==> src/design/tcch_pkg.sv <==
// shared constants, widths and the arctangent table for the compass heading pipeline
package tcch_pkg;

	// field and register widths
	localparam int MAG_W      = 13;
	localparam int ACC_W      = 16;
	localparam int OFF_W      = 16;
	localparam int DECL_W     = 19;
	localparam int FS_W       = 5;
	localparam int HEAD_W     = 15;
	localparam int CFG_IDX_W  = 2;
	localparam int CFG_DATA_W = 19;

	// register indexes
	localparam logic [CFG_IDX_W-1:0] REG_OFF_X = 2'd0;
	localparam logic [CFG_IDX_W-1:0] REG_OFF_Y = 2'd1;
	localparam logic [CFG_IDX_W-1:0] REG_DECL  = 2'd2;
	localparam logic [CFG_IDX_W-1:0] REG_FS    = 2'd3;

	// register reset values
	localparam logic [OFF_W-1:0]  OFF_X_RST = 16'd144;
	localparam logic [OFF_W-1:0]  OFF_Y_RST = 16'd312;
	localparam logic [DECL_W-1:0] DECL_RST  = 19'd15073;
	localparam logic [FS_W-1:0]   FS_RST    = 5'd2;

	// internal datapath widths
	localparam int MS_W   = 18;  // magnetometer in 1/16 count, x and y minus offset
	localparam int SP_W   = 17;  // signed Q1.15 including +-1.0
	localparam int AY_W   = 27;  // scaled accelerometer
	localparam int CP_W   = 16;  // unsigned Q1.15 including 1.0
	localparam int RAD_W  = 31;  // radicand and dividend
	localparam int SQRT_STEPS = 16;
	localparam int DIV_STEPS  = 16;
	localparam int VEC_W  = 54;  // tilt compensated vector
	localparam int CORD_W = 56;  // cordic x and y with growth headroom
	localparam int ANG_W  = 21;  // Q3.16 angle
	localparam int HW_W   = 23;  // heading before wrap

	// numeric constants
	localparam int ONE_Q15      = 32768;
	localparam int PI_Q16       = 205887;
	localparam int TWO_PI_Q16   = 411775;
	localparam int FULL_TURN_64 = 23040;
	localparam int ATAN_LEN     = 24;
	localparam int CORDIC_STAGES_DEF = 16;

	// reciprocal of a full turn for the degree conversion
	localparam int DEG_SHIFT = 48;
	localparam int DEG_N_W   = 35;
	localparam int DEG_M_W   = 30;
	localparam logic [DEG_M_W-1:0] DEG_RECIP =
		DEG_M_W'((64'd1 << DEG_SHIFT) / 64'(TWO_PI_Q16));

	// atan(2^-i) in Q3.16 radians
	function automatic logic [16:0] atan_q16(input int i);
		logic [16:0] v;
		case (i)
			0:       v = 17'd51472;
			1:       v = 17'd30386;
			2:       v = 17'd16055;
			3:       v = 17'd8150;
			4:       v = 17'd4091;
			5:       v = 17'd2047;
			6:       v = 17'd1024;
			7:       v = 17'd512;
			8:       v = 17'd256;
			9:       v = 17'd128;
			10:      v = 17'd64;
			11:      v = 17'd32;
			12:      v = 17'd16;
			13:      v = 17'd8;
			14:      v = 17'd4;
			15:      v = 17'd2;
			16:      v = 17'd1;
			default: v = 17'd0;
		endcase
		return v;
	endfunction

endpackage

==> src/design/tcch_div.sv <==
// pipelined restoring divider, one quotient bit per stage
module tcch_div #(
	parameter int SW = 1
) (
	input  logic                       clk,
	input  logic                       arst_n,
	input  logic                       en,
	input  logic                       in_vld,
	input  logic [tcch_pkg::RAD_W-1:0] num,
	input  logic [tcch_pkg::CP_W-1:0]  den,
	input  logic [SW-1:0]              in_side,
	output logic                       out_vld,
	output logic [tcch_pkg::CP_W-1:0]  quo,
	output logic [SW-1:0]              out_side
);

	localparam int N  = tcch_pkg::DIV_STEPS;
	localparam int W  = tcch_pkg::RAD_W;
	localparam int DW = tcch_pkg::CP_W;

	logic          vld_s  [N];
	logic [W-1:0]  rem_s  [N];
	logic [DW-1:0] den_s  [N];
	logic [N-1:0]  quo_s  [N];
	logic [SW-1:0] side_s [N];

	for (genvar k = 0; k < N; k++) begin : g_stage
		localparam int J = N - 1 - k;
		logic          vld_in;
		logic [W-1:0]  rem_in;
		logic [DW-1:0] den_in;
		logic [N-1:0]  quo_in;
		logic [SW-1:0] side_in;
		logic [W:0]    trial;
		logic          ge;
		logic [W-1:0]  rem_nxt;
		logic [N-1:0]  quo_nxt;

		if (k == 0) begin : g_first
			assign vld_in  = in_vld;
			assign rem_in  = num;
			assign den_in  = den;
			assign quo_in  = '0;
			assign side_in = in_side;
		end else begin : g_next
			assign vld_in  = vld_s[k-1];
			assign rem_in  = rem_s[k-1];
			assign den_in  = den_s[k-1];
			assign quo_in  = quo_s[k-1];
			assign side_in = side_s[k-1];
		end

		// trial subtract of the shifted divisor
		always_comb begin
			trial   = (W+1)'(den_in) << J;
			ge      = {1'b0, rem_in} >= trial;
			rem_nxt = rem_in;
			quo_nxt = quo_in;
			if (ge) begin
				rem_nxt    = W'({1'b0, rem_in} - trial);
				quo_nxt[J] = 1'b1;
			end
		end

		always_ff @(posedge clk or negedge arst_n) begin
			if (!arst_n) begin
				vld_s[k] <= 1'b0;
			end else if (en) begin
				vld_s[k] <= vld_in;
			end
		end

		always_ff @(posedge clk) begin
			if (en) begin
				rem_s[k]  <= rem_nxt;
				den_s[k]  <= den_in;
				quo_s[k]  <= quo_nxt;
				side_s[k] <= side_in;
			end
		end
	end

	assign out_vld  = vld_s[N-1];
	assign quo      = DW'(quo_s[N-1]);
	assign out_side = side_s[N-1];

endmodule

==> config.mk <==
export PLATFORM = sky130hd
export DESIGN_NAME = tcch_div
export DESIGN_NICKNAME = d
export VERILOG_FILES = /design/src/design/tcch_pkg.sv /design/src/design/tcch_div.sv
export SDC_FILE = /design/constraint.sdc
export NUM_CORES = 1
export LEC_CHECK = 0
export ABC_AREA = 0
export BUFFER_PORTS_ARGS = -buffer_cell sky130_fd_sc_hd__buf_4
export CAP_MARGIN = 20
export CORE_MARGIN = 8
export CORE_UTILIZATION = 30
export CTS_CLUSTER_DIAMETER = 60
export CTS_CLUSTER_SIZE = 14
export DETAILED_ROUTE_END_ITERATION = 10
export PLACE_DENSITY_LB_ADDON = 0.05
export SLEW_MARGIN = 40
export SYNTH_ARGS = -nofsm -noshare
export SYNTH_HDL_FRONTEND = slang
export SYNTH_SLANG_ARGS = --single-unit
==> constraint.sdc <==
create_clock -name clk -period 3.2 [get_ports clk]
set_input_delay 0.96 -clock clk [delete_from_list [all_inputs] [get_ports clk]]
set_output_delay 0.96 -clock clk [all_outputs]
set_load 0.005 [all_outputs]
=== Yosys cells after proc, flatten, opt, wreduce, memory -nomap -nowiden ===
Memories as Yosys holds them, arrays and structs flattened.
Cells that the tools add are included.

* Order comparisons: 16
* Add/subtract/negate cells: 16
* Mux-type cells: 34

{| class="wikitable"
|+ Operators by type and width
! kind !! count
|-
| 31-bit two-way mux || 16
|-
| 31-bit by 16-bit greater-or-equal comparator with 1-bit output || 1
|-
| 31-bit by 17-bit greater-or-equal comparator with 1-bit output || 1
|-
| 31-bit by 18-bit greater-or-equal comparator with 1-bit output || 1
|-
| 31-bit by 19-bit greater-or-equal comparator with 1-bit output || 1
|-
| 31-bit by 20-bit greater-or-equal comparator with 1-bit output || 1
|-
| 31-bit by 21-bit greater-or-equal comparator with 1-bit output || 1
|-
| 31-bit by 22-bit greater-or-equal comparator with 1-bit output || 1
|-
| 31-bit by 23-bit greater-or-equal comparator with 1-bit output || 1
|-
| 31-bit by 24-bit greater-or-equal comparator with 1-bit output || 1
|-
| 31-bit by 25-bit greater-or-equal comparator with 1-bit output || 1
|-
| 31-bit by 26-bit greater-or-equal comparator with 1-bit output || 1
|-
| 31-bit by 27-bit greater-or-equal comparator with 1-bit output || 1
|-
| 31-bit by 28-bit greater-or-equal comparator with 1-bit output || 1
|-
| 31-bit by 29-bit greater-or-equal comparator with 1-bit output || 1
|-
| 31-bit by 30-bit greater-or-equal comparator with 1-bit output || 1
|-
| 31-bit greater-or-equal comparator || 1
|-
| 31-bit by 16-bit subtractor with 31-bit output || 1
|-
| 31-bit by 17-bit subtractor with 31-bit output || 1
|-
| 31-bit by 18-bit subtractor with 31-bit output || 1
|-
| 31-bit by 19-bit subtractor with 31-bit output || 1
|-
| 31-bit by 20-bit subtractor with 31-bit output || 1
|-
| 31-bit by 21-bit subtractor with 31-bit output || 1
|-
| 31-bit by 22-bit subtractor with 31-bit output || 1
|-
| 10 further kinds || 27
|}

* Memory bits (writable): 1024
* Memories: 4
* Flip-flop bits (word level): 16

{| class="wikitable"
|+ Memory list
! memory !! depth !! bits a word !! rd ports !! clocked after Yosys merged registers in !! wr ports !! line !! source
|-
| rem_s || 16 || 31 || 15 || 0 || 16 || tcch_div.sv:22 || <nowiki>logic [W-1:0] rem_s [N];</nowiki>
|-
| den_s || 16 || 16 || 15 || 0 || 16 || tcch_div.sv:23 || <nowiki>logic [DW-1:0] den_s [N];</nowiki>
|-
| quo_s || 16 || 16 || 16 || 0 || 16 || tcch_div.sv:24 || <nowiki>logic [N-1:0] quo_s [N];</nowiki>
|-
| side_s || 16 || 1 || 16 || 0 || 16 || tcch_div.sv:25 || <nowiki>logic [SW-1:0] side_s [N];</nowiki>
|}

=== Longest topological paths before layout ===
An unclocked memory read counts as a cell.

* Depth in word-level cells: 3
* Depth in mapped cells: 13

=== Least setup slack after synthesis ===
OpenSTA, ideal clock, no wires.

* Path type: in2reg
* From: in den[4] (netlist bit)
* To: mem rem_s[0][22] (netlist bit), data pin
* Setup time: 0.266 ns
* Data required time: 2.934 ns
* Stages: 11
* Arrival: 3.098 ns
* Path slack: -0.164 ns
* Cell sequence: inv_1 -> ha_1 -> a2111o_1 -> o21bai_1 -> a21oi_1 -> o21ai_0 -> nand3_1 -> nand3_1 -> clkbuf_1 -> o21ai_0 -> o22ai_1

{| class="wikitable"
|+ RTL lines
! item !! line !! source
|-
| start, declared || tcch_div.sv:10 || <nowiki>input logic [tcch_pkg::CP_W-1:0] den,</nowiki>
|-
| end, declared || tcch_div.sv:22 ||
|}

==> results.md <==
* DRT iter0 DRCs at 1,532
* Post-synthesis mux area share at 0.0202
* Worst R2R Setup Slack at -0.04 ns
* Clk_lat worst skew at 0.71 ns
* Vias in the first global route at 30.0k
* Maximum buffer depth of the clock tree at 3
* Final core occ at 0.372
* Maximum capacitance violations at 0
* Gate Count Post-Synth at 3,661
* XOR/XNOR Fraction of Synth Area at 0.0543
* Worst VDD drop at 0.000440 V
* Synthesis Warnings at 0
* # rows at 141
* Area contributors post-synth: edfxtp_1, ha_1, a21oi_1, xnor2_1, inv_1
* Critical path class: register to register
* F_max at 0.309 GHz
* # port buffers at 69
* Detailed Route WL at 114,000 um
* Top delay family on crit path: compound AO/OA/AOI/OAI gates
* PwrDens at 842 nW/um^2
* Most used DFF post-synth: edfxtp_1
* Reg clk slew, reported paths at 0.06 ns
* # clock sinks at 873
* Io pins at 70
* First-pass GRT wire length at 177,000 um
* Clock Skews at 0.0314 ns
* CTS tree: built
* Antenna violations before repair at 3
* DIE HEIGHT at 401 um
* # diodes at 0
* Worst Path Buf+Inv at 3
* Adder-cell area share of the yosys netlist at 0.0790
* Die area at 160,000 sq um
* Core area at 147,000 sq um
* Avg Inst Size Synth at 12.1 sq um
* Sequential fraction of the synthesis area at 0.589
* Total track usage at 0.139
* Hold Path Class: input port to async pin
* Internal cell power at 0.0309 W
* Switch share at 0.332
* Slowest CP cell: or4_4
* CTS H-Tree Depth at 3
* Synth Area in Compound Gates at 0.117
* Post-Syn Nets at 3,984
* Post-route minimum period at 3.24 ns
* CP startpoint kind: register
* Yosys reg bits at 873
* Area share of the largest cell type after synthesis at 0.580
* FFs w/ async S/R, synth at 0.0183
* Final setup TNS at -0.137 ns
* Residual DRC at 0
* Total grt overflow at 0
* Psw at 0.0153 W
* Layout Nets at 4,505
* Register Area at 26,100 sq um
* Die X-Extent at 401 um
* Routability Congestion at 0.851
* CP arrival at 3.67 ns
* Yosys top cell by area: edfxtp_1
* Setup ws final at -0.0357 ns
* Unrepaired setup endpoints after global routing: yes
* Clock power share at 0.279
* Commonest cells post-synth: edfxtp_1, inv_1, a21oi_1
* Unique masters post-synth at 86
* CP Capture Type: register
* Most numerous cell in the Yosys netlist: edfxtp_1
* Combinational power share at 0.345
* Status: complete, but fails checks
* Final Max Slew Viols at 0
* CP required at 3.63 ns
* Crit Path Max Fanout at 2
* Final hold viol count at 0
* Max-Slew Margin vs Limit at 0.523
* Largest stage delay, worst path at 0.46 ns
* Routed Antenna Nets at 0
* Via/cell ratio at 4.69
* Final worst path period share at 1.01
* Cell Chain, Critical Path: inv_1 -> ha_2 -> inv_2 -> fa_2 -> a211oi_4 -> o21a_1 -> o211ai_1 -> a311oi_1 -> buf_4 -> nor3_4 -> or4_4 -> nor4b_4 -> xor2_1
* Failing checks: setup timing
* Setup violators final at 7
* DR pass1 iterations at 5
* CTS Root Buffer Type: clkbuf_16
* Num CTS Buffers at 109
* Post-Syn Area at 44,400 sq um
* Initial core utilization at 0.301
* Leakage power total at 21.5 nW
* Largest family of logic cells by synthesized area: compound AO/OA/AOI/OAI gates
* Hold-fix buffers, CTS at 0
* Worst-Margin Slew at 0.709 ns
* DP HPWL at 88,100 um
* Largest net degree at the start of global routing at 44
* Simple-Gate Fraction of Synth Area at 0.107
* Reg power frac at 0.376
* Area growth, synth to finish at 23.6%
* Post-synth EDFFs at 857
* Fill cell count at 14.3k
* Post-Place Setup Slack at -0.417 ns
* Area of the multi-input gates at 17,300 sq um
* Share of cells above drive strength 1 at 0.200
* WL per Instance at 18.3 um
* Vias at 29.1k
[through the flow]
stage / total power (W) / hold slack, ns / cells / area, sq um
after floorplan: 0.0273 / 0.400 / 3661 / 44400
after global placement: 0.0333 / 0.401 / 5984 / 50400
after detailed placement: 0.0332 / 0.405 / 5985 / 50400
after CTS: 0.0466 / 0.0364 / 6186 / 54300
after global routing: 0.0493 / 0.0796 / 6201 / 54900
final: 0.0462 / 0.112 / 6201 / 54900
[per-layer routing]
metal,share of wire,vias up,global-route usage
li1,-,14675,-
met1,0.47,13847,0.186
met2,0.47,381,0.231
met3,0.032,176,0.0194
met4,0.029,0,0.0439
met5,0,-,0
[cells by family after synthesis]
| logic type | after synthesis |
|---|---|
| and+or+nand+nor | 940 |
| DFF | 873 |
| AOI/OAI and AO/OA | 824 |
| buffers and inverters | 398 |
| xor gates and xnor gates | 275 |
| adders and majority gates | 271 |
| muxes | 80 |
[placed cells by master (no fill, tap or decap), drive strengths merged, types with 23 or more instances in the layout]
master	synthesis	routed
or4	24	24
nor2b	45	45
nand2	202	202
nor3	67	67
edfxtp	857	857
nand2b	35	35
nand3	68	68
inv	331	358
or3	25	25
clkbuf	53	122
a21oi	293	293
xnor2	158	158
mux2	75	75
ha	256	256
xor2	117	117
nor4	56	56
a21o	110	110
buf	14	477
a31oi	24	24
clkinv	0	30
nor2	277	277
o21ai	167	167
nand4	30	30
o21a	42	42
o31ai	23	23
[power groups by stage]
stage	logic, W	registers [W]	clock network, W
after global routing	0.0178	0.0177	0.0138
after detailed placement	0.0155	0.0176	0
after floorplan	0.0104	0.0169	0
after CTS	0.0157	0.0174	0.0134
after global placement	0.0156	0.0177	0
final	0.0159	0.0174	0.0129
[cell type report]
cell class	instances	share of cell area
Sequential cell	873	0.476
Multi-Input combinational cell	2390	0.315
Timing Repair Buffer	477	0.0723
Clock buffer	122	0.0520
Tap cell	1930	0.0440
Inverter	331	0.0227
Clock inverter	78	0.0179
[flip-flops by register name (all words and copies together) (netlist names)]
signal / flops
den_s: 240
g_stage.vld_in: 15
out_vld: 1
quo_s: 136
rem_s: 465
side_s: 16
[final timing paths]
check                                       start                             end  cells past startpoint
min in group clk              side_s[9]$_DFFE_PP_            side_s[10]$_DFFE_PP_                      0
hold / removal                             arst_n   g_stage[4].vld_in$_DFFE_PN0P_                      1
hold reg to reg               side_s[9]$_DFFE_PP_            side_s[10]$_DFFE_PP_                      0
setup / recovery           rem_s[1][96]$_DFFE_PP_         rem_s[1][147]$_DFFE_PP_                     13
max in group asynchronous                  arst_n  g_stage[12].vld_in$_DFFE_PN0P_                      1
setup reg to reg           rem_s[1][96]$_DFFE_PP_         rem_s[1][147]$_DFFE_PP_                     13
[repair_timing]
action,in CTS,in global routing
endpoints found under the setup margin,94,177
gates resized for setup,24,94
setup buffers,1,15
pin swaps,9,30
cloned,0,0
No activity file was read; power rests on OpenSTA's default activity.
