==> src/design/tcch_pkg.sv <==
// shared constants, widths and the arctangent table for the compass heading pipeline
package tcch_pkg;

	// field and register widths
	localparam int MAG_W      = 13;
	localparam int ACC_W      = 16;
	localparam int OFF_W      = 16;
	localparam int DECL_W     = 19;
	localparam int FS_W       = 5;
	localparam int HEAD_W     = 15;
	localparam int CFG_IDX_W  = 2;
	localparam int CFG_DATA_W = 19;

	// register indexes
	localparam logic [CFG_IDX_W-1:0] REG_OFF_X = 2'd0;
	localparam logic [CFG_IDX_W-1:0] REG_OFF_Y = 2'd1;
	localparam logic [CFG_IDX_W-1:0] REG_DECL  = 2'd2;
	localparam logic [CFG_IDX_W-1:0] REG_FS    = 2'd3;

	// register reset values
	localparam logic [OFF_W-1:0]  OFF_X_RST = 16'd144;
	localparam logic [OFF_W-1:0]  OFF_Y_RST = 16'd312;
	localparam logic [DECL_W-1:0] DECL_RST  = 19'd15073;
	localparam logic [FS_W-1:0]   FS_RST    = 5'd2;

	// internal datapath widths
	localparam int MS_W   = 18;  // magnetometer in 1/16 count, x and y minus offset
	localparam int SP_W   = 17;  // signed Q1.15 including +-1.0
	localparam int AY_W   = 27;  // scaled accelerometer
	localparam int CP_W   = 16;  // unsigned Q1.15 including 1.0
	localparam int RAD_W  = 31;  // radicand and dividend
	localparam int SQRT_STEPS = 16;
	localparam int DIV_STEPS  = 16;
	localparam int VEC_W  = 54;  // tilt compensated vector
	localparam int CORD_W = 56;  // cordic x and y with growth headroom
	localparam int ANG_W  = 21;  // Q3.16 angle
	localparam int HW_W   = 23;  // heading before wrap

	// numeric constants
	localparam int ONE_Q15      = 32768;
	localparam int PI_Q16       = 205887;
	localparam int TWO_PI_Q16   = 411775;
	localparam int FULL_TURN_64 = 23040;
	localparam int ATAN_LEN     = 24;
	localparam int CORDIC_STAGES_DEF = 16;

	// reciprocal of a full turn for the degree conversion
	localparam int DEG_SHIFT = 48;
	localparam int DEG_N_W   = 35;
	localparam int DEG_M_W   = 30;
	localparam logic [DEG_M_W-1:0] DEG_RECIP =
		DEG_M_W'((64'd1 << DEG_SHIFT) / 64'(TWO_PI_Q16));

	// atan(2^-i) in Q3.16 radians
	function automatic logic [16:0] atan_q16(input int i);
		logic [16:0] v;
		case (i)
			0:       v = 17'd51472;
			1:       v = 17'd30386;
			2:       v = 17'd16055;
			3:       v = 17'd8150;
			4:       v = 17'd4091;
			5:       v = 17'd2047;
			6:       v = 17'd1024;
			7:       v = 17'd512;
			8:       v = 17'd256;
			9:       v = 17'd128;
			10:      v = 17'd64;
			11:      v = 17'd32;
			12:      v = 17'd16;
			13:      v = 17'd8;
			14:      v = 17'd4;
			15:      v = 17'd2;
			16:      v = 17'd1;
			default: v = 17'd0;
		endcase
		return v;
	endfunction

endpackage

==> src/design/tcch_deg.sv <==
// heading offset, wrap into one turn and conversion to 1/64 degree
module tcch_deg (
	input  logic                               clk,
	input  logic                               arst_n,
	input  logic                               en,
	input  logic                               in_vld,
	input  logic signed [tcch_pkg::ANG_W-1:0]  angle,
	input  logic signed [tcch_pkg::DECL_W-1:0] decl,
	input  logic                               in_sat,
	output logic                               out_vld,
	output logic [tcch_pkg::HEAD_W-1:0]        heading,
	output logic                               out_sat
);

	localparam int HW = tcch_pkg::HW_W;
	localparam int NW = tcch_pkg::DEG_N_W;
	localparam int OW = tcch_pkg::HEAD_W;
	localparam logic signed [HW-1:0] PI_H  = HW'(tcch_pkg::PI_Q16);
	localparam logic signed [HW-1:0] TWO_H = HW'(tcch_pkg::TWO_PI_Q16);
	localparam logic [NW-1:0] TURN_N = NW'(tcch_pkg::TWO_PI_Q16);
	localparam logic [NW-1:0] HALF_N = NW'(tcch_pkg::TWO_PI_Q16 / 2);
	localparam logic [NW-1:0] DEG_N  = NW'(tcch_pkg::FULL_TURN_64);
	localparam int PW = NW + tcch_pkg::DEG_M_W;

	logic                 vld_d1, vld_d2, vld_d3, vld_d4, vld_d5, vld_d6;
	logic                 sat_d1, sat_d2, sat_d3, sat_d4, sat_d5, sat_d6;
	logic signed [HW-1:0] h0;
	logic signed [HW-1:0] h_d1;
	logic signed [HW-1:0] h_d2;
	logic [NW-1:0]        n_d3, n_d4, r_d5;
	logic [PW-1:0]        prod_d4;
	logic [OW-1:0]        qe;
	logic [OW-1:0]        q_d5;
	logic [OW-1:0]        head_d6;

	assign h0 = HW'(angle) - PI_H + HW'(decl);
	assign qe = prod_d4[tcch_pkg::DEG_SHIFT +: OW];

	always_ff @(posedge clk or negedge arst_n) begin
		if (!arst_n) begin
			vld_d1 <= 1'b0;
			vld_d2 <= 1'b0;
			vld_d3 <= 1'b0;
			vld_d4 <= 1'b0;
			vld_d5 <= 1'b0;
			vld_d6 <= 1'b0;
		end else if (en) begin
			vld_d1 <= in_vld;
			vld_d2 <= vld_d1;
			vld_d3 <= vld_d2;
			vld_d4 <= vld_d3;
			vld_d5 <= vld_d4;
			vld_d6 <= vld_d5;
		end
	end

	always_ff @(posedge clk) begin
		if (en) begin
			// first wrap step
			h_d1   <= (h0 < 0) ? h0 + TWO_H : h0;
			sat_d1 <= in_sat;
			// second wrap step, from above or below
			if (h_d1 < 0) begin
				h_d2 <= h_d1 + TWO_H;
			end else if (h_d1 > TWO_H) begin
				h_d2 <= h_d1 - TWO_H;
			end else begin
				h_d2 <= h_d1;
			end
			sat_d2 <= sat_d1;
			// scaled numerator with half turn for rounding
			n_d3   <= NW'(h_d2) * DEG_N + HALF_N;
			sat_d3 <= sat_d2;
			// reciprocal multiply, estimate is low by at most one
			prod_d4 <= PW'(n_d3) * PW'(tcch_pkg::DEG_RECIP);
			n_d4    <= n_d3;
			sat_d4  <= sat_d3;
			q_d5    <= qe;
			r_d5    <= n_d4 - NW'(qe) * TURN_N;
			sat_d5  <= sat_d4;
			// correction
			head_d6 <= q_d5 + OW'(r_d5 >= TURN_N);
			sat_d6  <= sat_d5;
		end
	end

	assign out_vld = vld_d6;
	assign heading = head_d6;
	assign out_sat = sat_d6;

endmodule

==> config.mk <==
export PLATFORM = sky130hd
export DESIGN_NAME = tcch_deg
export DESIGN_NICKNAME = d
export VERILOG_FILES = /design/src/design/tcch_pkg.sv /design/src/design/tcch_deg.sv
export SDC_FILE = /design/constraint.sdc
export NUM_CORES = 2
export LEC_CHECK = 0
export ABC_AREA = 1
export BUFFER_PORTS_ARGS = -buffer_cell sky130_fd_sc_hd__buf_2
export CELL_PAD_IN_SITES_DETAIL_PLACEMENT = 2
export CELL_PAD_IN_SITES_GLOBAL_PLACEMENT = 2
export CORE_MARGIN = 2
export CORE_UTILIZATION = 42
export DETAILED_ROUTE_END_ITERATION = 12
export GPL_ROUTABILITY_DRIVEN = 0
export GPL_TIMING_DRIVEN = 0
export PLACE_DENSITY = 0.87
export SLEW_MARGIN = 15
export SYNTH_ARGS = -nofsm -noshare
export SYNTH_HDL_FRONTEND = slang
export SYNTH_SLANG_ARGS = --single-unit
==> constraint.sdc <==
create_clock -name clk -period 8.7 [get_ports clk]
set_clock_uncertainty 0.1 [all_clocks]
set_input_delay 0.435 -clock clk [delete_from_list [all_inputs] [get_ports clk]]
set_output_delay 0.435 -clock clk [all_outputs]
set_load 0.005 [all_outputs]
=== After elaboration in Yosys (flattened, before gate mapping) ===
Cells that the tools add are included.

* Memory bits (writable): 0
* Bits in registers: 256
* Word-level logic and storage cells: 38
* Output and inout bits: 17
* Memories: 0
* Input port bits: 45
* Memory bits (read-only): 0
* Latch bits: 0

* Add/subtract/negate cells: 8
* Multipliers: 3
* Bitwise operators: 0
* Equal/unequal tests: 0
* Shift-type cells: 0
* Div/mod/pow operators: 0
* Multiplexer cells: 3
* Reductions and logical operators: 0
* Magnitude comparators: 4

{| class="wikitable"
|+ Operator list
! kind !! number
|-
| $mux W23 || 3
|-
| $mul A35 B30 Y63 const B || 1
|-
| $add A23 B20 Y23 const B || 2
|-
| $lt A23 B1 Y1 const B || 2
|-
| $add A35 B18 Y35 const B || 1
|-
| $ge A35 B19 Y1 const B || 1
|-
| $mul A35 B6 Y26 const B || 1
|-
| $sub A35 B34 Y35 || 1
|-
| $mul A15 B19 Y34 const B || 1
|-
| $add A22 B19 Y23 || 1
|-
| $gt A23 B20 Y1 const B || 1
|-
| $sub A23 B20 Y23 const B || 1
|-
| $sub A21 B19 Y22 const B || 1
|-
| $add A15 B1 Y15 || 1
|}

=== Depth between registers and ports, before layout ===
* Word-level depth: 4
* Depth in mapped cells: 28
* Gate-level depth less buffers: 28

=== Least setup slack after synthesis ===
Ideal clock, no wire load.

* Path kind: register to register
* Start point: register n_d3[22]
* End point: register prod_d4[58], data pin
* Library setup time: 0.258 ns
* Path slack: 2.149 ns
* Arrival time: 6.193 ns
* Cell stages (with the launch flop): 26
* Buffers on the path: 0
* Data required time: 8.342 ns
* Clock period less this slack: 6.551 ns
* Path through: edfxtp_1 -> inv_1 -> fa_1 -> inv_1 -> fa_1 -> inv_1 -> fa_1 -> fa_1 -> inv_1 -> fa_1 -> fa_1 -> fa_1 -> inv_1 -> fa_1 -> inv_1 -> ha_1 -> nand2_1 -> nor2_1 -> inv_1 -> nor2_1 -> inv_1 -> nor3_1 -> nand2_1 -> o211ai_1 -> a21oi_1 -> xnor2_1

* Word-level cells in the longest chain between the ends: 1

{| class="wikitable"
|+ Ends and longest elaborated chain
! element !! line !! RTL
|-
| start: declaration || tcch_deg.sv:30 || <nowiki>logic [NW-1:0] n_d3, n_d4, r_d5;</nowiki>
|-
| start signal: assignment || tcch_deg.sv:72 || <nowiki>n_d3 <= NW'(h_d2) * DEG_N + HALF_N;</nowiki>
|-
| $mul A35 B30 Y63 || tcch_deg.sv:75 || <nowiki>prod_d4 <= PW'(n_d3) * PW'(tcch_pkg::DEG_RECIP);</nowiki>
|-
| end signal: assignment || tcch_deg.sv:75 ||
|-
| end: declaration || tcch_deg.sv:31 || <nowiki>logic [PW-1:0] prod_d4;</nowiki>
|}

Every way passes these cells.
A chain may end at the register's enable or synchronous reset.

=== Final worst setup path ===
* Start point: register n_d3[22]
* End point: register prod_d4[50], data pin

The elaborated chain is that of the path after synthesis.

==> impl_metrics.csv <==
group,metric,value,unit
synthesis,ys_warn_count,0,
route,drc,0,
global_route,antenna_found_initial,4,
timing,slew_violations,0,
clock_network,cts_inserted_buffers,17,
global_route,grt-ovfl-total,0,
cells_and_area,fin_cells,4810,
global_route,grt_start_max_net_pins,100,
placement,post-place-cells,4764,
synthesis,synth_top_area_share,29.5,%
clock_network,cts_max_level,4,
critical_path,reg2reg_depth,23,
critical_path,max_stage_delay,0.72,ns
critical_path,worstPathCellList,"inv_1 -> fa_1 -> fa_1 -> inv_1 -> fa_1 -> ha_1 -> ha_1 -> o21bai_1 -> fa_1 -> fa_1 -> inv_1 -> fa_1 -> inv_1 -> ha_1 -> nand2_1 -> nor2_1 -> inv_1 -> nor2_1 -> inv_1 -> nor3_1 -> nand2_1 -> o211ai_1 -> xor2_2",
critical_path,end_kind,"flip-flop",
timing,fmax,0.115,GHz
cells_and_area,area_growth,7.38,%
synthesis,synth_top_area_cell,"fa_1",
floorplan,num_rows,102,
synthesis,postSynthNetCount,4683,
route,antenna_left,0,
clock_network,root_buffer,"clkbuf_16",
cells_and_area,mostFrequentLayoutCell,"inv_1",
critical_path,crit_arrival,8.90,ns
worst_hold_path,worstHoldPathCells,3,
floorplan,start_util,42.4,%
critical_path,criticalPathCategory,"flip-flop to flip-flop",
timing,hold_viol,0,
critical_path,path_delay_family,"adder cells",
clock_network,insertion_delay,0.54,ns
synthesis,syn_area,32800,um^2
global_route,grt_pass1_vias,33100,
synthesis,synth_edf_count,184,
clock_network,clock_path_buffers,2,
floorplan,fp.coreArea,77300,um^2
synthesis,postSynthAreaPerCell,8.96,um^2
cells_and_area,stdcell_area,35200,um^2
synthesis,yosysSeqAreaShare,17.3,%
global_route,grt_usage,37.9,%
synthesis,netlist_top_cells_area,"fa_1 (29%), ha_1 (19%), edfxtp_1 (17%)",
critical_path,crit_fanout,4,
synthesis,ys_seq_elements,190,
timing,setup_viol,0,
worst_hold_path,hold_path.class,"primary input to flip-flop",
clock_network,path_clk_slew,0.10,ns
cells_and_area,fillers,8543,
floorplan,die_area,80400,um^2
run_status,status,"complete, no violations",
worst_hold_path,hp-start,"in_vld",
critical_path,critical_path.startpoint_type,"flip-flop",
timing,post-route-min-period,8.69,ns
cells_and_area,nets,4777,
route,drt-initial-drc-count,2143,
route,wire_per_inst,31.2,um
floorplan,die-height,284,um
route,vias,27800,
synthesis,ys_types,56,
route,viasPerCell,5.79,
critical_path,worstPathRequired,8.90,ns
critical_path,crit_cells,23,
synthesis,ys.flop_type,"edfxtp_1",
global_route,grt_pass1_wl,222000,um
critical_path,crit_path_top_delay_cell,"fa_1",
placement,placed_area,34500,um^2
critical_path,critPathBufInv,6,
cells_and_area,post-route-util,45.6,%
route,totalWireLength,150000,um
critical_path,reg2reg_from,"n_d3[22]",
timing,worst_slew_pin_slew,0.968,ns
synthesis,synthArstFlopShare,3.16,%
critical_path,crit_start,"n_d3[22]",
clock_network,tritoncts,"yes",
timing,relSlewSlack,35.3,%
clock_network,cts_num_sinks,190,
placement,port_buffers,61,
floorplan,die_w,284,um
floorplan,ioPinCount,62,
synthesis,syn_inst,3662,
job,max_cap_violations,0,
cells_and_area,layout-drive-gt1-share,4.88,%
timing,finalCritPeriodShare,99.9,%
route,dr.pass1.iters,6,
cells_and_area,layout.cells.most_common_list,"inv_1 (1,081), ha_1 (493), fa_1 (482)",
placement,dp_hpwl,116000,um
-- layout make-up --
type | instances | area (um^2) | area share [%]
multi-input combinational | 2374 | 23000 | 65.4
sequential | 190 | 5680 | 16.1
inverter | 1090 | 4100 | 11.6
tap | 1040 | 1300 | 3.69
timing repair buffer | 75 | 458 | 1.30
clock buffer | 17 | 425 | 1.21
clock inverter | 14 | 200 | 0.568
buffer | 8 | 43.8 | 0.124
antenna | 2 | 5.00 | 0.0142
-- layer usage --
layer  wire length (um)  GRT usage [%]  vias to the layer above
li1                   -              -                    11400
met3              10500           9.40                      767
met4              15800           33.2                        4
met2              72600           64.7                     1437
met5                 47          0.357                        -
met1              51200           38.7                    14200
-- worst register-to-register path: stages, from the launching register on --
cell and delay, ns:
edfxtp_1 0.57, inv_1 0.37, fa_1 0.63, fa_1 0.57, inv_1 0.08, fa_1 0.51, ha_1 0.36, ha_1 0.25
o21bai_1 0.42, fa_1 0.73, fa_1 0.59, inv_1 0.17, fa_1 0.73, inv_1 0.14, ha_1 0.43, nand2_1 0.16
nor2_1 0.29, inv_1 0.15, nor2_1 0.11, inv_1 0.07, nor3_1 0.18, nand2_1 0.08, o211ai_1 0.38, xor2_2 0.42
-- sequential cells by signal (all words and copies together) (netlist names), 15 cells and up --
signal	flops
prod_d4	16
r_d5	35
heading	15
h_d2	23
h_d1	23
n_d4	25
n_d3	26
q_d5	15
-- timing repair --
item                                    4_1_cts  5_1_grt
hold buffers                                  2        0
gates resized for setup                       0        5
setup buffers                                 0       11
endpoints found under the setup margin        0        6
hold endpoints to repair                      7        0
-- metrics by stage --
stage | setup WS (ns) | hold slack [ns] | setup TNS [ns]
2_1_floorplan | 2.15 | 0.0394 | 0
3_5_place_dp | 0.457 | 0.166 | 0
5_1_grt | -0.00101 | 0.0835 | -0.00101
3_3_place_gp | 0.931 | 0.164 | 0
6_report | 0.00517 | 0.0274 | 0
4_1_cts | 0.158 | 0.0240 | 0
-- cells in the mapped netlist, types with 9 or more instances --
cell type / number
o21ai_0: 98
fa_1: 483
nor2_2: 10
ha_1: 493
nand3b_1: 9
xor2_1: 92
nor3_1: 32
a21oi_1: 157
nand4_1: 30
xnor2_1: 41
inv_1: 1081
o21bai_1: 16
nand2_2: 22
edfxtp_1: 184
nor2_1: 210
nand3_1: 94
a31oi_1: 17
nor4_1: 15
nand2_1: 461
-- path summary, 6_finish.rpt --
path | to | slack, ns
hold / removal | vld_d1 | 0.03
setup / recovery | prod_d4[50] | 0.005
min in group asynchronous | out_vld | 0.16
hold reg to reg | sat_d3 | 0.32
setup reg to reg | prod_d4[50] | 0.005
max in group asynchronous | vld_d1 | 8.20
-- logic make-up after synthesis --
logic type | Yosys count | share of synthesized area [%]
AOI/OAI and AO/OA | 350 | 5.99
DFF | 190 | 17.3
adders and majority gates | 976 | 48.3
xor gates and xnor gates | 139 | 3.85
and+or+nand+nor | 909 | 12.0
buffers and inverters | 1098 | 12.6
Power is not shown: default switching activity piles up to over one toggle a cycle in this logic, so the estimate is an artifact.
