$ cat config.mk
export PLATFORM = sky130hd
export DESIGN_NAME = tcch_isqrt
export DESIGN_NICKNAME = d
export VERILOG_FILES = /design/src/design/tcch_pkg.sv /design/src/design/tcch_isqrt.sv
export SDC_FILE = /design/constraint.sdc
export NUM_CORES = 1
export LEC_CHECK = 0
export BUFFER_PORTS_ARGS = -buffer_cell sky130_fd_sc_hd__buf_2
export CORE_MARGIN = 2
export CORE_UTILIZATION = 64
export CTS_CLUSTER_DIAMETER = 40
export DETAILED_ROUTE_END_ITERATION = 10
export GPL_TIMING_DRIVEN = 0
export PLACE_DENSITY = 0.81
export REMOVE_ABC_BUFFERS = 1
export SLEW_MARGIN = 10
export SYNTH_ARGS = -nofsm -noshare
export SYNTH_HDL_FRONTEND = slang
export SYNTH_SLANG_ARGS = --single-unit
$ cat constraint.sdc
create_clock -name clk -period 6.14 [get_ports clk]
set_input_delay 0.614 -clock clk [delete_from_list [all_inputs] [get_ports clk]]
set_output_delay 0.614 -clock clk [all_outputs]
set_load 0.005 [all_outputs]
$ cat src/design/tcch_pkg.sv
// shared constants, widths and the arctangent table for the compass heading pipeline
package tcch_pkg;

	// field and register widths
	localparam int MAG_W      = 13;
	localparam int ACC_W      = 16;
	localparam int OFF_W      = 16;
	localparam int DECL_W     = 19;
	localparam int FS_W       = 5;
	localparam int HEAD_W     = 15;
	localparam int CFG_IDX_W  = 2;
	localparam int CFG_DATA_W = 19;

	// register indexes
	localparam logic [CFG_IDX_W-1:0] REG_OFF_X = 2'd0;
	localparam logic [CFG_IDX_W-1:0] REG_OFF_Y = 2'd1;
	localparam logic [CFG_IDX_W-1:0] REG_DECL  = 2'd2;
	localparam logic [CFG_IDX_W-1:0] REG_FS    = 2'd3;

	// register reset values
	localparam logic [OFF_W-1:0]  OFF_X_RST = 16'd144;
	localparam logic [OFF_W-1:0]  OFF_Y_RST = 16'd312;
	localparam logic [DECL_W-1:0] DECL_RST  = 19'd15073;
	localparam logic [FS_W-1:0]   FS_RST    = 5'd2;

	// internal datapath widths
	localparam int MS_W   = 18;  // magnetometer in 1/16 count, x and y minus offset
	localparam int SP_W   = 17;  // signed Q1.15 including +-1.0
	localparam int AY_W   = 27;  // scaled accelerometer
	localparam int CP_W   = 16;  // unsigned Q1.15 including 1.0
	localparam int RAD_W  = 31;  // radicand and dividend
	localparam int SQRT_STEPS = 16;
	localparam int DIV_STEPS  = 16;
	localparam int VEC_W  = 54;  // tilt compensated vector
	localparam int CORD_W = 56;  // cordic x and y with growth headroom
	localparam int ANG_W  = 21;  // Q3.16 angle
	localparam int HW_W   = 23;  // heading before wrap

	// numeric constants
	localparam int ONE_Q15      = 32768;
	localparam int PI_Q16       = 205887;
	localparam int TWO_PI_Q16   = 411775;
	localparam int FULL_TURN_64 = 23040;
	localparam int ATAN_LEN     = 24;
	localparam int CORDIC_STAGES_DEF = 16;

	// reciprocal of a full turn for the degree conversion
	localparam int DEG_SHIFT = 48;
	localparam int DEG_N_W   = 35;
	localparam int DEG_M_W   = 30;
	localparam logic [DEG_M_W-1:0] DEG_RECIP =
		DEG_M_W'((64'd1 << DEG_SHIFT) / 64'(TWO_PI_Q16));

	// atan(2^-i) in Q3.16 radians
	function automatic logic [16:0] atan_q16(input int i);
		logic [16:0] v;
		case (i)
			0:       v = 17'd51472;
			1:       v = 17'd30386;
			2:       v = 17'd16055;
			3:       v = 17'd8150;
			4:       v = 17'd4091;
			5:       v = 17'd2047;
			6:       v = 17'd1024;
			7:       v = 17'd512;
			8:       v = 17'd256;
			9:       v = 17'd128;
			10:      v = 17'd64;
			11:      v = 17'd32;
			12:      v = 17'd16;
			13:      v = 17'd8;
			14:      v = 17'd4;
			15:      v = 17'd2;
			16:      v = 17'd1;
			default: v = 17'd0;
		endcase
		return v;
	endfunction

endpackage

$ cat src/design/tcch_isqrt.sv
// pipelined integer square root, one result bit per stage, rounds down
module tcch_isqrt #(
	parameter int SW = 1
) (
	input  logic                       clk,
	input  logic                       arst_n,
	input  logic                       en,
	input  logic                       in_vld,
	input  logic [tcch_pkg::RAD_W-1:0] radicand,
	input  logic [SW-1:0]              in_side,
	output logic                       out_vld,
	output logic [tcch_pkg::CP_W-1:0]  root,
	output logic [SW-1:0]              out_side
);

	localparam int N = tcch_pkg::SQRT_STEPS;
	localparam int W = tcch_pkg::RAD_W;

	logic         vld_s  [N];
	logic [W-1:0] rem_s  [N];
	logic [W-1:0] root_s [N];
	logic [SW-1:0] side_s [N];

	for (genvar k = 0; k < N; k++) begin : g_stage
		localparam logic [W:0] BIT = (W+1)'(1) << (2 * (N - 1 - k));
		logic          vld_in;
		logic [W-1:0]  rem_in;
		logic [W-1:0]  root_in;
		logic [SW-1:0] side_in;
		logic [W:0]    trial;
		logic          ge;
		logic [W-1:0]  rem_nxt;
		logic [W-1:0]  root_nxt;

		if (k == 0) begin : g_first
			assign vld_in  = in_vld;
			assign rem_in  = radicand;
			assign root_in = '0;
			assign side_in = in_side;
		end else begin : g_next
			assign vld_in  = vld_s[k-1];
			assign rem_in  = rem_s[k-1];
			assign root_in = root_s[k-1];
			assign side_in = side_s[k-1];
		end

		// one restoring step of the digit by digit root
		always_comb begin
			trial = {1'b0, root_in} + BIT;
			ge    = {1'b0, rem_in} >= trial;
			if (ge) begin
				rem_nxt  = W'({1'b0, rem_in} - trial);
				root_nxt = W'(({1'b0, root_in} >> 1) + BIT);
			end else begin
				rem_nxt  = rem_in;
				root_nxt = root_in >> 1;
			end
		end

		always_ff @(posedge clk or negedge arst_n) begin
			if (!arst_n) begin
				vld_s[k] <= 1'b0;
			end else if (en) begin
				vld_s[k] <= vld_in;
			end
		end

		always_ff @(posedge clk) begin
			if (en) begin
				rem_s[k]  <= rem_nxt;
				root_s[k] <= root_nxt;
				side_s[k] <= side_in;
			end
		end
	end

	assign out_vld  = vld_s[N-1];
	assign root     = root_s[N-1][tcch_pkg::CP_W-1:0];
	assign out_side = side_s[N-1];

endmodule

Word level (Yosys, flattened, before mapping)
Memory sizes are Yosys's and may differ from the RTL's.
Cells that the tools add are included.

storage, ports and cells
  flip-flop bits (word level) = 16
  memory bits (writable) = 1008
  bits of input ports = 36
  memories = 3

operators by class
  add/sub/neg operators = 46
  $lt $le $gt $ge = 16
  mux-type cells = 34

memories
  memory  depth  width  read ports  clocked after memory_dff  wr ports  line              source
  rem_s   16     31     15          0                         16        tcch_isqrt.sv:20  logic [W-1:0] rem_s [N];
  root_s  16     31     16          0                         16        tcch_isqrt.sv:21  logic [W-1:0] root_s [N];
  side_s  16     1      16          0                         16        tcch_isqrt.sv:22  logic [SW-1:0] side_s [N];

operator list
  kind                                            number
  2-to-1 mux 31 bit                               32
  >= comparator 31 x 32 -> 1 bit                  15
  subtractor 31 bit                               15
  adder 31 x 1 -> 32 bit, second input constant   1
  adder 31 x 11 -> 32 bit, second input constant  1
  adder 31 x 13 -> 32 bit, second input constant  1
  adder 31 x 15 -> 32 bit, second input constant  1
  adder 31 x 17 -> 32 bit, second input constant  1
  adder 31 x 19 -> 32 bit, second input constant  1
  adder 31 x 21 -> 32 bit, second input constant  1
  adder 31 x 23 -> 32 bit, second input constant  1
  adder 31 x 25 -> 32 bit, second input constant  1
  adder 31 x 27 -> 32 bit, second input constant  1
  adder 31 x 29 -> 32 bit, second input constant  1
  adder 31 x 3 -> 32 bit, second input constant   1
  adder 31 x 5 -> 32 bit, second input constant   1
  adder 31 x 7 -> 32 bit, second input constant   1
  adder 31 x 9 -> 32 bit, second input constant   1
  adder 30 x 1 -> 31 bit, second input constant   1
  adder 30 x 11 -> 31 bit, second input constant  1
  adder 30 x 13 -> 31 bit, second input constant  1
  adder 30 x 15 -> 31 bit, second input constant  1
  adder 30 x 17 -> 31 bit, second input constant  1
  adder 30 x 19 -> 31 bit, second input constant  1
  12 further kinds                                13

Depth between registers and ports, before layout
Gate-level depths: netlist of the first run.
An unclocked memory read counts as a cell.

  depth in word-level cells = 4
  depth in mapped cells = 13
  depth with buffers taken out = 10

Worst setup path before layout of the first run
No wires, ideal clock.

  kind = register -> register
  start = mem rem_s[1][134] (netlist bit)
  end = mem rem_s[1][183] (netlist bit), data pin
  setup time = 271 ps
  arrival = 2451 ps
  data required time = 5869 ps
  setup slack = 3418 ps
  cell stages (with the launch flop) = 9
  cells stage by stage = edfxtp_1 ha_1 or2_2 a311o_1 a211oi_1 o21ai_0 a21bo_2 nor4_1 xor2_1

RTL lines
  item                line
  start: declaration  tcch_isqrt.sv:20

==> flow_summary_export.csv, run 1 <==
group,metric,value,unit
outcome,status,"complete, no violations",
synthesis,synth_edf_count,617,
grt,grt_pass1_vias,18810,
sta,holdWs,144.2,ps
power_and_ir_drop,total_power,12.86,mW
clock_network,worstSkewPairLatency,630,ps
power_and_ir_drop,power_density,386.7,nW/µm²
layout,final_cells,3016,
setup_path,worstSetupPathType,"flop to flop",
floorplanning,start_util,64.73,%
power_and_ir_drop,ir_drop,0.3075,mV
sta,min_period_over_period,69.18,%
routing,dr.pass1.iters,5,
synthesis,ys_warn_count,0,
floorplanning,core-area,45280,µm²
sta,skew,27.86,ps
grt,gr-total-overflow,0,
sta,worst_slew_pin_slew,1092,ps
setup_path,critPathRequiredTime,6470,ps
layout,syn_to_final_growth,13.42,%
clock_network,cts_tree,"yes",
setup_path,crit_fanout,32,
routing,post-route-drc-count,0,
floorplanning,dieArea,47530,µm²
clock_network,root_buffer,"clkbuf_16",
power_and_ir_drop,power_leakage,12.76,nW
place,globalplace.congestion,0.9171,
floorplanning,die_w,218.0,µm
synthesis,synth_commonest_cells,"617 x edfxtp_1, 176 x inv_1, 158 x nor2_1",
routing,wl_per_cell,18.42,µm
layout,nNetsFinal,2531,
sta,layout_min_cycle_time,4248,ps
grt,antenna_found_initial,0,
floorplanning,rows,78,
synthesis,yosysSeqAreaShare,64.58,%
synthesis,syn_area_per_cell,13.07,µm²
sta,finalMaxSlewViolations,0,
routing,drt_iter0_drc,1204,
setup_path,cp-end-kind,"flop",
sta,rsz0062_at_grt,"false",
synthesis,yosysUniqueCellTypes,70,
routing,dr_total_vias,17920,
synthesis,synth_top_area_cell,"edfxtp_1",
grt,grt_pass1_wl,89.33,mm
flow_run,cap_violations,0,
layout,antenna_cells,0,
clock_network,numCtsBuffers,83,
clock_network,cts.sinks,633,
routing,drt_wl_total,55.56,mm
floorplanning,io_pins,54,
synthesis,synth_top_area_share,63.21,%
layout,drive_gt1_share,10.43,%
synthesis,synth_cells,2242,
grt,grt_usage,24.03,%
synthesis,ys_top_cells_by_area,"edfxtp_1 63%, ha_1 6.3%, xor2_1 2.9%",
synthesis,synth-async-reset-ratio,2.528,%
clock_network,cts_buffer_depth,3,
sta,setup_viol,0,
hold_path,hold_path_class,"input port to flop",
routing,ant_nets,0,
floorplanning,die_h,218.0,µm
grt,grt_max_degree,125,
sta,max_freq,0.2354,GHz
routing,viasPerCell,5.940,
sta,finalHoldViolCount,0,
setup_path,start_kind,"flop",
synthesis,synth_most_common_cell,"edfxtp_1",
place,dp_hpwl,37.80,mm
sta,timing.slew.headroom,26.52,%
clock_network,h-tree-depth,3,
synthesis,synth_area,29310,µm²
place,dpl.cell_count,2859,
synthesis,synth_flop_cell,"edfxtp_1",
place,portBuffers,53,
clock_network,clk_pin_slew,70,ps
synthesis,synth-seq-cells,633,
setup_path,arrival,4580,ps
-- power by group --
group	switching [mW]	leakage, nW	internal (mW)
Combinational	1.20	5.28	0.902
Clock	1.91	1.37	2.95
Sequential	0.382	6.11	5.51
-- metrics by stage --
stage / setup slack [ps] / util (%) / setup TNS, ps / cell area, µm²
2_1_floorplan: 2078 / - / 0 / 29150
4_1_cts: 1949 / 73.38 / 0 / 33230
3_3_place_gp: -4930 / 66.61 / -2788020 / 30160
3_5_place_dp: 1996 / 67.05 / 0 / 30360
5_1_grt: 1768 / 73.41 / 0 / 33240
6_report: 1892 / 73.41 / 0 / 33240
-- routing by layer --
layer | share of wire, % | up-vias | wire length, µm | track usage [%]
met5 | 0 | - | 0 | 0
li1 | - | 8606 | - | -
met4 | 5.8 | 0 | 3249 | 16.03
met3 | 3.7 | 187 | 2052 | 4.073
met2 | 57 | 514 | 31810 | 48.32
met1 | 33 | 8609 | 18440 | 21.29
-- layout by cell type, fill, tap and decap left out, types with 35 or more instances in the layout --
master,Yosys,routed
buf_2,3,53
a21oi_1,122,121
nor2_1,158,157
nor3_1,66,66
nand2_1,127,127
xnor2_1,82,82
xor2_1,98,98
ha_1,148,148
o21ai_0,102,101
edfxtp_1,617,617
inv_1,176,176
nand2b_1,35,35
clkbuf_16,0,86
nor4_1,64,64
-- worst max-delay path: stages (launching register included) --
cell	delay, ps
edfxtp_1	410
inv_1	100
ha_1	140
or4b_2	610
nor4_1	910
nor4bb_1	230
a21oi_4	750
nand2_1	350
nor4_1	360
xor2_1	120
-- repair_timing --
| item | 4_1_cts | 5_1_grt |
|---|---|---|
| hold buffers | 1 | 0 |
| buffers inserted | 0 | 0 |
| endpoints found under the hold margin | 16 | 0 |
| gates resized for setup | 0 | 0 |
-- cells by family (layout without fill, tap and decap cells) --
family	count (synthesis)	after routing	share of synthesized area [%]
flops	633	633	64.58
simple gates	623	623	10.96
compound gates	403	403	8.597
buf+inv	220	394	2.830
xor+xnor	180	180	5.379
fa+ha+maj	149	149	6.386
mux	33	33	1.255
other cells	1	1	0.01279
-- sequential cells by signal, indices dropped and copies added (netlist names) --
signal,cells
root_s,136
side_s,16
out_vld,1
g_stage.vld_in,15
rem_s,465
-- final timing paths --
kind | from | slack (ps) | cells after the start | end
max | rem_s[1][129]$_DFFE_PP_ | 1890 | 9 | rem_s[1][180]$_DFFE_PP_
min | radicand[12] | 140 | 1 | rem_s[0][12]$_DFFE_PP_
max reg2reg | rem_s[1][129]$_DFFE_PP_ | 1890 | 9 | rem_s[1][180]$_DFFE_PP_
min reg2reg | side_s[1][0]$_DFFE_PP_ | 420 | 0 | side_s[1][1]$_DFFE_PP_
max in group asynchronous | arst_n | 5460 | 2 | g_stage[1].vld_in$_DFFE_PN0P_
min in group asynchronous | arst_n | 420 | 2 | g_stage[10].vld_in$_DFFE_PN0P_
-- cell type report --
| type | instances | area (µm²) |
|---|---|---|
| Clock inverter | 62 | 676.9 |
| Fill cell | 2771 | 12040 |
| Timing Repair Buffer | 62 | 454.2 |
| Clock buffer | 93 | 2178 |
| Sequential cell | 633 | 18930 |
| Tap cell | 600 | 750.7 |
| Inverter | 177 | 664.4 |
| Multi-Input combinational cell | 1389 | 9592 |
(Power assumes the default switching activity.)
==> run 2, diff against run 1 <==
CORE_UTILIZATION = 57   (was 64)
PLACE_DENSITY = 0.76   (was 0.81)
clock period = 3.8 ns   (was 6.14 ns; I/O delays follow)
==> run 2 against run 1 <==
Routed wire length rose by 0.73%. Largest power group unchanged. Cell area grew 2.4%. Combinational power rose by 63%. Critical path type unchanged. Clock skew shrank 7.2 ps.
==> flow_summary_export.csv, run 2 (synthesis gave the netlist of run 1 again) <==
group,metric,value,unit
power_and_ir_drop,p_int,15.61,mW
flow_run,cap_violations,0,
routing,viasPerCell,5.718,
outcome,status,"complete, no violations",
sta,finalHoldViolCount,0,
power_and_ir_drop,swShare,27.21,%
sta,setup_viol,0,
setup_path,cp_cell_sequence,"ha_1 -> a2111oi_0 -> o211a_1 -> and2_1 -> inv_2 -> a31oi_1 -> a31oi_1",
clock_network,worstSkewPairLatency,640,ps
clock_network,cts_tree,"yes",
power_and_ir_drop,combPwrFrac,15.9,%
clock_network,clk_pin_slew,50,ps
power_and_ir_drop,switchingPower,5.833,mW
routing,drt_wl_total,55.97,mm
sta,worst_slew_pin_slew,1229,ps
place,place_area,30460,µm²
floorplanning,core-area,51090,µm²
grt,grt_pass1_wl,90.28,mm
layout,layout_commonest_cell,"edfxtp_1",
setup_path,critical-path-top-delay-family,"compound AO/OA/AOI/OAI gates",
layout,seqCellArea,18930,µm²
routing,dr_total_vias,18010,
clock_network,cts_buffer_depth,3,
routing,wl_per_cell,17.77,µm
layout,final_cells,3150,
place,dpl.cell_count,2939,
sta,timing.slew.headroom,17.93,%
setup_path,path_buf_inv,1,
clock_network,root_buffer,"clkbuf_16",
floorplanning,io_pins,54,
hold_path,hold_path_class,"input port to async pin",
place,globalplace.congestion,0.9537,
floorplanning,start_util,57.37,%
sta,skew,20.67,ps
setup_path,critPathRequiredTime,4160,ps
power_and_ir_drop,power_frac_seq,44.4,%
grt,grt_usage,21.41,%
layout,regMostFlops,"rem_s",
layout,syn_to_final_growth,16.10,%
setup_path,worstSetupPathType,"flop to flop",
grt,grt_pass1_vias,18860,
setup_path,cp-end-kind,"flop",
power_and_ir_drop,ir_drop,0.4911,mV
clock_network,h-tree-depth,3,
layout,final_area,34030,µm²
grt,grt_max_degree,124,
power_and_ir_drop,clkPwrFrac,39.7,%
sta,holdWs,180.7,ps
floorplanning,dieArea,53250,µm²
power_and_ir_drop,power_density,630.0,nW/µm²
routing,ant_nets,0,
floorplanning,die_h,230.8,µm
layout,top_regs,"rem_s (465), root_s (136), side_s (16)",
grt,antenna_found_initial,0,
setup_path,start_kind,"flop",
layout,nNetsFinal,2578,
layout,drive_gt1_share,11.30,%
sta,rsz0062_at_grt,"false",
setup_path,slowest_stage,"a2111oi_0",
clock_network,numCtsBuffers,92,
layout,antenna_cells,0,
clock_network,cts.sinks,633,
sta,layout_min_cycle_time,3612,ps
grt,gr-total-overflow,0,
sta,finalMaxSlewViolations,0,
setup_path,critPathMaxStageDelay,710,ps
sta,min_period_over_period,95.05,%
setup_path,crit_fanout,25,
floorplanning,die_w,230.8,µm
routing,post-route-drc-count,0,
place,portBuffers,53,
layout,fin_util,66.60,%
layout,layout_common_cells,"617 x edfxtp_1, 176 x inv_1, 157 x nor2_1",
floorplanning,rows,83,
layout,largest_reg_flops,465,
routing,dr.pass1.iters,5,
layout,multi_input_area,9622,µm²
setup_path,arrival,3980,ps
place,dp_hpwl,36.84,mm
layout,nFillCells,3511,
power_and_ir_drop,power_leakage,13.06,nW
setup_path,crit_top_cell,"a31oi_1",
sta,max_freq,0.2769,GHz
routing,drt_iter0_drc,1151,
run 2: cell types whose count changed in the layout (fill, tap and decap cells not counted), sizes merged:
| cell | delta |
|---|---|
| dlygate4sd3 | +33 |
| clkinv | -5 |
| clkinvlp | +3 |
| bufinv | +1 |
| a21oi | +1 |
| clkbuf | +9 |
| inv | +8 |
| buf | +4 |
run 2: final timing paths:
check	endpoint	depth (start not counted)	start	slack, ps
max in group asynchronous	out_vld$_DFFE_PN0P_	2	arst_n	3380
max	rem_s[1][209]$_DFFE_PP_	7	rem_s[1][172]$_DFFE_PP_	190
min	g_stage[1].vld_in$_DFFE_PN0P_	2	arst_n	180
max reg2reg	rem_s[1][209]$_DFFE_PP_	7	rem_s[1][172]$_DFFE_PP_	190
min reg2reg	side_s[1][1]$_DFFE_PP_	0	side_s[1][0]$_DFFE_PP_	420
min in group clk	rem_s[0][182]$_DFFE_PP_	1	en	280
run 2: layout make-up:
class,instances,share of cell area [%]
clock buffer,102,6.938
clock inverter,69,2.324
inverter,177,1.952
multi-input combinational,1390,28.27
sequential,633,55.62
tap,680,2.500
timing repair buffer,99,2.390
run 2: timing repair:
item,CTS,global route
gates resized for setup,3,3
buffers inserted,0,4
cloned,1,0
endpoints found under the setup margin,14,16
endpoints found under the hold margin,49,0
hold buffers,34,0
pin swaps,1,1
run 2: layer usage:
| metal | up-vias | share of wire, % | GRT usage (%) |
|---|---|---|---|
| li1 | 8704 | - | - |
| met1 | 8701 | 34 | 19.24 |
| met2 | 451 | 58 | 43.88 |
| met3 | 156 | 3.7 | 3.990 |
| met4 | 0 | 4.6 | 11.47 |
| met5 | - | 0 | 0 |
run 2: power by group through the flow:
stage          clock [mW]  combinational (mW)  sequential [mW]
6_report             8.51                3.42             9.51
3_3_place_gp            0                3.16             9.70
5_1_grt              8.91                3.81             9.61
3_5_place_dp            0                3.31             9.62
4_1_cts              8.61                3.37             9.49
2_1_floorplan           0                2.49             9.44
run 2: per-stage QoR:
step                setup TNS [ps]  power (mW)  setup WS, ps
detailed placement           -1660       12.93        -270.0
global route                     0       22.34         36.20
finish                           0       21.44         188.3
global placement          -4223410       12.86         -7058
CTS                              0       21.48         50.19
floorplan                    -1410       11.93        -262.3
